===== config.mk =====
export PLATFORM = sky130hd
export DESIGN_NAME = i2c_light_sensor_read_master_top
export DESIGN_NICKNAME = d
export VERILOG_FILES = /design/src/hdl/i2cls_pkg.sv /design/src/hdl/i2c_light_sensor_read_master_top.sv /design/src/hdl/i2cls_lux.sv /design/src/hdl/i2cls_core.sv
export SDC_FILE = /design/constraint.sdc
export NUM_CORES = 1
export LEC_CHECK = 0
export BUFFER_PORTS_ARGS = -buffer_cell sky130_fd_sc_hd__clkbuf_2
export CAP_MARGIN = 20
export CELL_PAD_IN_SITES_DETAIL_PLACEMENT = 0
export CELL_PAD_IN_SITES_GLOBAL_PLACEMENT = 1
export CORE_ASPECT_RATIO = 0.8
export CORE_MARGIN = 4
export CORE_UTILIZATION = 30
export CTS_BUF_LIST = sky130_fd_sc_hd__clkbuf_4
export DETAILED_ROUTE_END_ITERATION = 8
export PLACE_DENSITY = 0.65
export SLEW_MARGIN = 20
export SYNTH_ARGS = -nofsm -noshare
export SYNTH_HDL_FRONTEND = slang
export SYNTH_SLANG_ARGS = --single-unit

===== constraint.sdc =====
create_clock -name i_clk -period 10.8 [get_ports i_clk]
set_input_delay 1.62 -clock i_clk [delete_from_list [all_inputs] [get_ports i_clk]]
set_output_delay 1.62 -clock i_clk [all_outputs]
set_load 0.005 [all_outputs]

===== src/hdl/i2cls_pkg.sv =====
// shared types and constants for the light sensor read master
`timescale 1ns / 1ps

package i2cls_pkg;

    // configuration register indexes
    localparam logic [2:0] CFG_WR_ADDR   = 3'd0;
    localparam logic [2:0] CFG_PWR_CMD   = 3'd1;
    localparam logic [2:0] CFG_MODE_CMD  = 3'd2;
    localparam logic [2:0] CFG_UNIT_TKS  = 3'd3;
    localparam logic [2:0] CFG_SETTLE    = 3'd4;

    localparam int unsigned CFG_IDX_W  = 3;
    localparam int unsigned CFG_DATA_W = 16;

    // raw * 5 / 6 as a multiply by ceil(5 * 2^18 / 6), exact for any 16-bit raw
    localparam int unsigned  LUX_SHIFT = 18;
    localparam logic [17:0]  LUX_MUL   = 18'd218454;

    typedef struct packed {
        logic kind;
        logic sda_in;
    } t_in;

    typedef struct packed {
        logic        scl_level;
        logic        sda_level;
        logic        sda_drive;
        logic        busy_res;
        logic        done_res;
        logic [15:0] raw_value;
        logic [15:0] lux_value;
        logic        ack_missing;
    } t_out;

    typedef struct packed {
        logic [7:0]  write_address_byte;
        logic [7:0]  power_on_command;
        logic [7:0]  mode_command;
        logic [15:0] delay_unit_ticks;
        logic [15:0] settle_units;
    } t_cfg;

endpackage


===== src/hdl/i2c_light_sensor_read_master_top.sv =====
// light sensor read master: config registers, sequencer and output register
// a word's result is written into the output register as the word is accepted
// throughput: one word per cycle while the output register is not stalled
// the output register takes a new result in the cycle its old one is taken
// reset (i_rst_n low, synchronous): sequencer idle, counters and result cleared,
// config back to write address 70, power-on 1, mode 16, 50 ticks a unit, 200 settle units
`timescale 1ns / 1ps

module i2c_light_sensor_read_master_top
    import i2cls_pkg::*;
(
    input  logic                  i_clk,
    input  logic                  i_rst_n,
    input  logic                  i_in_valid,
    output logic                  o_in_ready,
    input  t_in                   i_in_data,
    output logic                  o_out_valid,
    input  logic                  i_out_ready,
    output t_out                  o_out_data,
    input  logic                  i_cfg_we,
    input  logic [CFG_IDX_W-1:0]  i_cfg_idx,
    input  logic [CFG_DATA_W-1:0] i_cfg_data
);

    t_cfg r_cfg;
    t_out w_res;
    t_out r_out_data;
    logic r_out_valid;
    logic w_step;

    assign o_in_ready = !r_out_valid || i_out_ready;
    assign w_step     = i_in_valid && o_in_ready;

    always_ff @(posedge i_clk) begin
        if (!i_rst_n) begin
            r_cfg.write_address_byte <= 8'd70;
            r_cfg.power_on_command   <= 8'd1;
            r_cfg.mode_command       <= 8'd16;
            r_cfg.delay_unit_ticks   <= 16'd50;
            r_cfg.settle_units       <= 16'd200;
        end else if (i_cfg_we) begin
            unique case (i_cfg_idx)
                CFG_WR_ADDR:  r_cfg.write_address_byte <= i_cfg_data[7:0];
                CFG_PWR_CMD:  r_cfg.power_on_command   <= i_cfg_data[7:0];
                CFG_MODE_CMD: r_cfg.mode_command       <= i_cfg_data[7:0];
                CFG_UNIT_TKS: r_cfg.delay_unit_ticks   <= i_cfg_data;
                CFG_SETTLE:   r_cfg.settle_units       <= i_cfg_data;
                default:      r_cfg <= r_cfg;
            endcase
        end
    end

    i2cls_core u_core (
        .i_clk   (i_clk),
        .i_rst_n (i_rst_n),
        .i_step  (w_step),
        .i_in    (i_in_data),
        .i_cfg   (r_cfg),
        .o_res   (w_res)
    );

    always_ff @(posedge i_clk) begin
        if (!i_rst_n) begin
            r_out_valid <= 1'b0;
        end else if (w_step) begin
            r_out_valid <= 1'b1;
        end else if (i_out_ready) begin
            r_out_valid <= 1'b0;
        end
    end

    always_ff @(posedge i_clk) begin
        if (w_step) begin
            r_out_data <= w_res;
        end
    end

    assign o_out_valid = r_out_valid;
    assign o_out_data  = r_out_data;

endmodule


===== src/hdl/i2cls_lux.sv =====
// raw count to lux conversion, raw / 1.2 truncated
`timescale 1ns / 1ps

module i2cls_lux
    import i2cls_pkg::*;
(
    input  logic [15:0] i_raw,
    output logic [15:0] o_lux
);

    logic [33:0] w_prod;

    assign w_prod = {18'd0, i_raw} * {16'd0, LUX_MUL};
    assign o_lux  = w_prod[LUX_SHIFT +: 16];

endmodule


===== src/hdl/i2cls_core.sv =====
// sequencer state, per-word next state and line levels
`timescale 1ns / 1ps

module i2cls_core
    import i2cls_pkg::*;
(
    input  logic i_clk,
    input  logic i_rst_n,
    input  logic i_step,
    input  t_in  i_in,
    input  t_cfg i_cfg,
    output t_out o_res
);

    localparam logic [4:0] PH_IDLE      = 5'd0;
    localparam logic [4:0] PH_START_A   = 5'd1;
    localparam logic [4:0] PH_START_B   = 5'd2;
    localparam logic [4:0] PH_TX_SET    = 5'd3;
    localparam logic [4:0] PH_TX_HIGH   = 5'd4;
    localparam logic [4:0] PH_TX_LOW    = 5'd5;
    localparam logic [4:0] PH_ACK_HIGH  = 5'd6;
    localparam logic [4:0] PH_ACK_HOLD  = 5'd7;
    localparam logic [4:0] PH_STOP_A    = 5'd8;
    localparam logic [4:0] PH_STOP_B    = 5'd9;
    localparam logic [4:0] PH_STOP_C    = 5'd10;
    localparam logic [4:0] PH_SETTLE    = 5'd11;
    localparam logic [4:0] PH_RX_HIGH   = 5'd12;
    localparam logic [4:0] PH_RX_HOLD   = 5'd13;
    localparam logic [4:0] PH_RX_LOW    = 5'd14;
    localparam logic [4:0] PH_MACK_SET  = 5'd15;
    localparam logic [4:0] PH_MACK_HIGH = 5'd16;

    // byte slots: 0 addr, 1 power-on, 2 addr, 3 mode, 4 read addr, 5 high, 6 low
    localparam logic [2:0] SL_ADDR_1  = 3'd0;
    localparam logic [2:0] SL_PWR     = 3'd1;
    localparam logic [2:0] SL_ADDR_2  = 3'd2;
    localparam logic [2:0] SL_MODE    = 3'd3;
    localparam logic [2:0] SL_RD_ADDR = 3'd4;
    localparam logic [2:0] SL_RX_HIGH = 3'd5;
    localparam logic [2:0] SL_RX_LOW  = 3'd6;

    logic [4:0]  r_phase,    n_phase;
    logic [2:0]  r_bit_cnt,  n_bit_cnt;
    logic [15:0] r_unit_cnt, n_unit_cnt;
    logic [15:0] r_settle,   n_settle;
    logic [7:0]  r_shift,    n_shift;
    logic [7:0]  r_high,     n_high;
    logic [15:0] r_raw,      n_raw;
    logic [15:0] r_lux,      n_lux;
    logic        r_ack,      n_ack;
    logic [2:0]  r_slot,     n_slot;
    logic        n_done;

    logic [15:0] w_unit_inc;
    logic [15:0] w_unit_lim;
    logic [15:0] w_settle_inc;
    logic [15:0] w_lux;
    logic [7:0]  w_tx_byte;
    logic        w_tx_bit;
    logic        w_mack_bit;
    logic        w_scl, w_sda, w_drv;

    // the completing stop latches {high, shift}, so convert that straight from the registers
    i2cls_lux u_lux (
        .i_raw ({r_high, r_shift}),
        .o_lux (w_lux)
    );

    assign w_unit_inc   = r_unit_cnt + 16'd1;
    assign w_unit_lim   = (i_cfg.delay_unit_ticks == 16'd0) ? 16'd1 : i_cfg.delay_unit_ticks;
    assign w_settle_inc = r_settle + 16'd1;

    always_comb begin
        n_phase    = r_phase;
        n_bit_cnt  = r_bit_cnt;
        n_unit_cnt = r_unit_cnt;
        n_settle   = r_settle;
        n_shift    = r_shift;
        n_high     = r_high;
        n_raw      = r_raw;
        n_lux      = r_lux;
        n_ack      = r_ack;
        n_slot     = r_slot;
        n_done     = 1'b0;
        if (i_in.kind) begin
            if (r_phase == PH_IDLE) begin
                n_phase    = PH_START_A;
                n_slot     = SL_ADDR_1;
                n_bit_cnt  = 3'd0;
                n_unit_cnt = 16'd0;
                n_settle   = 16'd0;
                n_shift    = 8'd0;
                n_ack      = 1'b0;
            end
        end else if (r_phase != PH_IDLE) begin
            n_unit_cnt = w_unit_inc;
            if (w_unit_inc >= w_unit_lim) begin
                n_unit_cnt = 16'd0;
                unique case (r_phase)
                    PH_START_A: n_phase = PH_START_B;
                    PH_START_B: begin
                        n_phase   = PH_TX_SET;
                        n_bit_cnt = 3'd0;
                    end
                    PH_TX_SET:  n_phase = PH_TX_HIGH;
                    PH_TX_HIGH: n_phase = PH_TX_LOW;
                    PH_TX_LOW: begin
                        if (r_bit_cnt != 3'd7) begin
                            n_bit_cnt = r_bit_cnt + 3'd1;
                            n_phase   = PH_TX_SET;
                        end else begin
                            n_phase = PH_ACK_HIGH;
                        end
                    end
                    PH_ACK_HIGH: begin
                        if (i_in.sda_in) begin
                            n_ack = 1'b1;
                        end
                        n_phase = PH_ACK_HOLD;
                    end
                    PH_ACK_HOLD: begin
                        n_bit_cnt = 3'd0;
                        if (r_slot == SL_ADDR_1 || r_slot == SL_ADDR_2) begin
                            n_slot  = r_slot + 3'd1;
                            n_phase = PH_TX_SET;
                        end else if (r_slot == SL_RD_ADDR) begin
                            n_slot  = SL_RX_HIGH;
                            n_shift = 8'd0;
                            n_phase = PH_RX_HIGH;
                        end else begin
                            n_phase = PH_STOP_A;
                        end
                    end
                    PH_STOP_A: n_phase = PH_STOP_B;
                    PH_STOP_B: n_phase = PH_STOP_C;
                    PH_STOP_C: begin
                        if (r_slot == SL_PWR) begin
                            n_slot  = SL_ADDR_2;
                            n_phase = PH_START_A;
                        end else if (r_slot == SL_MODE) begin
                            n_slot   = SL_RD_ADDR;
                            n_settle = 16'd0;
                            n_phase  = (i_cfg.settle_units == 16'd0) ? PH_START_A : PH_SETTLE;
                        end else begin
                            n_raw   = {r_high, r_shift};
                            n_lux   = w_lux;
                            n_phase = PH_IDLE;
                            n_done  = 1'b1;
                        end
                    end
                    PH_SETTLE: begin
                        n_settle = w_settle_inc;
                        if (w_settle_inc >= i_cfg.settle_units) begin
                            n_phase = PH_START_A;
                        end
                    end
                    PH_RX_HIGH: begin
                        n_shift = {r_shift[6:0], i_in.sda_in};
                        n_phase = PH_RX_HOLD;
                    end
                    PH_RX_HOLD: n_phase = PH_RX_LOW;
                    PH_RX_LOW: begin
                        if (r_bit_cnt != 3'd7) begin
                            n_bit_cnt = r_bit_cnt + 3'd1;
                            n_phase   = PH_RX_HIGH;
                        end else begin
                            if (r_slot == SL_RX_HIGH) begin
                                n_high = r_shift;
                            end
                            n_phase = PH_MACK_SET;
                        end
                    end
                    PH_MACK_SET: n_phase = PH_MACK_HIGH;
                    PH_MACK_HIGH: begin
                        if (r_slot == SL_RX_HIGH) begin
                            n_slot    = SL_RX_LOW;
                            n_bit_cnt = 3'd0;
                            n_shift   = 8'd0;
                            n_phase   = PH_RX_HIGH;
                        end else begin
                            n_phase = PH_STOP_A;
                        end
                    end
                    default: n_phase = PH_IDLE;
                endcase
            end
        end
    end

    // byte being sent in the upcoming slot
    always_comb begin
        case (n_slot)
            SL_PWR:     w_tx_byte = i_cfg.power_on_command;
            SL_MODE:    w_tx_byte = i_cfg.mode_command;
            SL_RD_ADDR: w_tx_byte = i_cfg.write_address_byte + 8'd1;
            default:    w_tx_byte = i_cfg.write_address_byte;
        endcase
    end

    // msb first
    assign w_tx_bit   = w_tx_byte[~n_bit_cnt];
    // ack after the high byte, nack after the low byte
    assign w_mack_bit = (n_slot == SL_RX_HIGH) ? 1'b0 : 1'b1;

    always_comb begin
        w_scl = 1'b1;
        w_sda = 1'b1;
        w_drv = 1'b1;
        unique case (n_phase) inside
            PH_START_B: w_sda = 1'b0;
            PH_TX_SET, PH_TX_LOW: begin
                w_scl = 1'b0;
                w_sda = w_tx_bit;
            end
            PH_TX_HIGH: w_sda = w_tx_bit;
            PH_ACK_HIGH, PH_ACK_HOLD, PH_RX_HIGH, PH_RX_HOLD: w_drv = 1'b0;
            PH_RX_LOW: begin
                w_scl = 1'b0;
                w_drv = 1'b0;
            end
            PH_STOP_A: begin
                w_scl = 1'b0;
                w_sda = 1'b0;
            end
            PH_STOP_B: w_sda = 1'b0;
            PH_MACK_SET: begin
                w_scl = 1'b0;
                w_sda = w_mack_bit;
            end
            PH_MACK_HIGH: w_sda = w_mack_bit;
            PH_START_A, PH_STOP_C, PH_SETTLE: w_drv = 1'b1;
            default: w_drv = 1'b0;
        endcase
    end

    always_comb begin
        o_res.scl_level   = w_scl;
        o_res.sda_level   = w_sda;
        o_res.sda_drive   = w_drv;
        o_res.busy_res    = (n_phase != PH_IDLE);
        o_res.done_res    = n_done;
        o_res.raw_value   = n_raw;
        o_res.lux_value   = n_lux;
        o_res.ack_missing = n_ack;
    end

    always_ff @(posedge i_clk) begin
        if (!i_rst_n) begin
            r_phase    <= PH_IDLE;
            r_bit_cnt  <= 3'd0;
            r_unit_cnt <= 16'd0;
            r_settle   <= 16'd0;
            r_shift    <= 8'd0;
            r_high     <= 8'd0;
            r_raw      <= 16'd0;
            r_lux      <= 16'd0;
            r_ack      <= 1'b0;
            r_slot     <= SL_ADDR_1;
        end else if (i_step) begin
            r_phase    <= n_phase;
            r_bit_cnt  <= n_bit_cnt;
            r_unit_cnt <= n_unit_cnt;
            r_settle   <= n_settle;
            r_shift    <= n_shift;
            r_high     <= n_high;
            r_raw      <= n_raw;
            r_lux      <= n_lux;
            r_ack      <= n_ack;
            r_slot     <= n_slot;
        end
    end

endmodule


==> run summary <==
LOGIC SYNTHESIS
----------------------------------------------------------------------------------------------------
Dominant cell type by area after synthesis                                              sky130_fd_sc_hd__dfxtp_1
Synth unique cells                                                                                80
Yosys top cell area share                                                                      21.2%
Register area share after synthesis                                                            29.3%
Number of flip-flops and latches in the synthesized netlist                                      187
Asr flop ratio synth                                                                              0%
Post-synthesis instance area                                                              14100 um^2
Prevailing post-synth register cell                                                     sky130_fd_sc_hd__dfxtp_1
Total of warnings raised by yosys                                                                  0
Avg Cell Area, Syn                                                                         8.55 um^2
Count of flip-flops with a built-in enable after synthesis                                        38
Synth top area cells                                                                    sky130_fd_sc_hd__dfxtp_1, sky130_fd_sc_hd__ha_1, sky130_fd_sc_hd__fa_1
Count of mapped cells out of synthesis                                                          1646
Net Count, Synth                                                                                1920

STA
----------------------------------------------------------------------------------------------------
Setup clock skew after layout                                                              0.0344 ns
Fraction of the cycle the final worst path needs                                               62.9%
Sum of negative setup slack                                                                     0 ns
Unrepaired setup endpoints after global routing                                                false
Minimum clock period after layout                                                            6.79 ns
Number of hold violations in the final report                                                      0
Final Max Tran Viols                                                                               0
Peak Freq                                                                                  0.147 GHz
Fin Hold WS                                                                                 0.463 ns
Actual slew at the worst max-slew pin                                                        1.03 ns
Final setup viols                                                                                  0
Worst relative slew slack                                                                      31.7%

ROUTING
----------------------------------------------------------------------------------------------------
Routed length per instance                                                                   15.8 um
Via-to-Cell Ratio                                                                               4.81
Via count                                                                                      11.1k
Detailed Route Iter0 Violations                                                                  633
Count of TritonRoute iterations in the first routing pass                                          5
Number of remaining DRC errors                                                                     0
Routed Antenna Nets                                                                                0
Final WL                                                                                     36.3 mm

CTS
----------------------------------------------------------------------------------------------------
Max Root-Sink Buffers                                                                              2
Post-CTS Repair Setup Buffers                                                                      0
Number of buffers added to fix hold violations after cts                                           0
Worst skew pair latency                                                                      0.67 ns
Count of clock tree sinks                                                                        187
Root buffer cell                                                                        sky130_fd_sc_hd__clkbuf_4
Clock-pin slew reported for the worst setup and hold paths after clock tree synthesis        0.17 ns
# resized after CTS                                                                                0
H-tree levels                                                                                      4
TritonCTS clock tree                                                                           built
Clock buffers created by TritonCTS                                                                17

FINAL LAYOUT
----------------------------------------------------------------------------------------------------
Number of cells in the finished layout apart from fillers                                       2301
Final Util                                                                                     33.1%
Final net count                                                                                 1947
Layout area overhead                                                                           8.44%
Leading cell types in the layout, fill and taps excluded                                sky130_fd_sc_hd__nand2_1, sky130_fd_sc_hd__inv_1, sky130_fd_sc_hd__ha_1
Number of filler cells placed in the layout                                                     4898
Layout cells sized above 1                                                                     8.13%
Leading cell type in the layout, fill and taps excluded                                 sky130_fd_sc_hd__nand2_1

STATUS
----------------------------------------------------------------------------------------------------
Status                                                                                  finished, final reports clean

DIE
----------------------------------------------------------------------------------------------------
Number of top-level design ports                                                                  66
Width of the chip                                                                             250 um
Starting density of the core                                                                   30.6%
Die extent in y                                                                               202 um
Die outline area                                                                          50500 um^2
Core area                                                                                 46100 um^2
Placement row count                                                                               70

JOB
----------------------------------------------------------------------------------------------------
Number of max-cap violations                                                                       0

GRT
----------------------------------------------------------------------------------------------------
Vias in the first global route                                                                 10.7k
Largest net degree at the start of global routing                                                 69
Met2 usage                                                                                     19.7%
Global-route wire length before repair                                                       59.2 mm
Global-route met3 utilization                                                                  2.95%
GRT Overall Usage                                                                              14.5%
Antenna violations before repair                                                                   2
Most Crowded Layer GR                                                                           met1
GRT overflow                                                                                       0
GRT met1 Usage                                                                                 23.4%

CRITICAL PATH
----------------------------------------------------------------------------------------------------
Worst Setup Start Kind                                                                          flop
Required time at the endpoint of the critical path                                          11.21 ns
Kind of critical path                                                                     reg -> reg
Data arrival at the endpoint of the critical path                                            7.20 ns
Crit-path max FO                                                                                   7
Crit path capture type                                                                          flop

PLACE
----------------------------------------------------------------------------------------------------
Port buffer count                                                                                 65
Placer's final routability congestion estimate                                                 0.924
Post-DP HPWL                                                                                 27.6 mm
Count of placed standard cells including taps                                                   2266

POWER AND IR DROP
----------------------------------------------------------------------------------------------------
Peak VDD IR                                                                              0.0000780 V
Leakage                                                                                      7.05 nW
Total power density per cell area                                                       83.6 nW/um^2

MIN PATH
----------------------------------------------------------------------------------------------------
HP Class                                                                                  reg -> reg

## metrics by stage
step | cell area [um^2] | total power, mW | worst slack, ns
6_report | 15300 | 1.28 | 4.01
3_3_place_gp | 15000 | 0.878 | 4.13
2_1_floorplan | 14100 | 0.833 | 4.61
4_1_cts | 15300 | 1.30 | 4.00
3_5_place_dp | 15000 | 0.879 | 4.06
5_1_grt | 15300 | 1.34 | 3.51
## sequential cells by signal, indices dropped and copies added (netlist names)
signal             count
o_out_valid            1
u_core.r_bit_cnt       3
o_out_data            38
u_core.r_lux          16
u_core.r_slot          3
r_cfg                 56
u_core.r_high          8
u_core.r_settle       16
u_core.r_ack           1
u_core.r_shift         8
u_core.r_raw          16
u_core.r_unit_cnt     16
u_core.r_phase         5
## kinds of logic (layout without fill, tap and decap cells)
logic type | after synthesis | after routing | synth area share, %
AO/OA/AOI/OAI | 290 | 290 | 12.8
multiplexers | 28 | 28 | 2.02
AND/OR/NAND/NOR | 569 | 569 | 18.5
flip-flops | 187 | 187 | 29.3
other | 0 | 3 | 0
buffers and inverters | 265 | 305 | 7.25
XOR/XNOR | 59 | 59 | 3.67
adder cells (fa/ha/maj) | 248 | 248 | 26.5
## routing by layer
metal | vias up | part of all wire, %
li1 | 5592 | -
met1 | 5275 | 55
met2 | 182 | 40
met3 | 17 | 4.1
met4 | 0 | 0.74
met5 | - | 0
## cell type report
| cell class | instances | area, um^2 | share of cell area [%] |
|---|---|---|---|
| Clock inverter | 13 | 139 | 0.910 |
| Clock buffer | 19 | 143 | 0.934 |
| Inverter | 197 | 743 | 4.87 |
| Timing Repair Buffer | 76 | 408 | 2.67 |
| Sequential cell | 187 | 4120 | 27.0 |
| Antenna cell | 3 | 7.51 | 0.0492 |
| Tap cell | 612 | 766 | 5.02 |
| Multi-Input combinational cell | 1194 | 8940 | 58.5 |
## final timing paths
path                                   startpoint                to  slack [ns]  cells past startpoint
worst max-delay path            u_core.r_shift[4]    o_out_data[16]        4.01                     21
worst min-delay path             u_core.r_lux[15]  u_core.r_lux[15]        0.46                      2
worst max register to register  u_core.r_shift[4]    o_out_data[16]        4.01                     21
worst min register to register   u_core.r_lux[15]  u_core.r_lux[15]        0.46                      2
## worst max-delay path: stages, from the launching register on
cell and delay, ns:
sky130_fd_sc_hd__dfxtp_1 0.52, sky130_fd_sc_hd__ha_1 0.28, sky130_fd_sc_hd__inv_1 0.08, sky130_fd_sc_hd__fa_1 0.65, sky130_fd_sc_hd__inv_1 0.12, sky130_fd_sc_hd__fa_1 0.51, sky130_fd_sc_hd__inv_1 0.08, sky130_fd_sc_hd__fa_1 0.51
sky130_fd_sc_hd__fa_1 0.54, sky130_fd_sc_hd__inv_1 0.06, sky130_fd_sc_hd__fa_1 0.47, sky130_fd_sc_hd__ha_1 0.32, sky130_fd_sc_hd__a211o_1 0.25, sky130_fd_sc_hd__a21oi_1 0.12, sky130_fd_sc_hd__o31ai_1 0.14, sky130_fd_sc_hd__o21ba_2 0.27
sky130_fd_sc_hd__o211a_1 0.26, sky130_fd_sc_hd__o311a_1 0.40, sky130_fd_sc_hd__a211oi_1 0.41, sky130_fd_sc_hd__o21ai_0 0.26, sky130_fd_sc_hd__xnor2_1 0.20, sky130_fd_sc_hd__o21ai_1 0.07
## cell usage after synthesis (all sizes together), types with 15 or more instances
cell	n
xor2	36
nand3	35
ha	165
xnor2	23
nor3	25
a21oi	128
a211oi	17
nor4	15
o21ai	56
and3	24
nor2	114
clkbuf	54
dfxtp	149
inv	197
fa	83
mux2i	25
nand2	277
edfxtp	38
## report_power, final
| group | total [mW] | leakage (nW) | switching [mW] | internal [mW] |
|---|---|---|---|---|
| registers | 0.744 | 1.58 | 0.0132 | 0.730 |
| clock network | 0.413 | 0.160 | 0.268 | 0.145 |
| logic | 0.121 | 5.31 | 0.0818 | 0.0390 |
(Power assumes the default switching activity.)
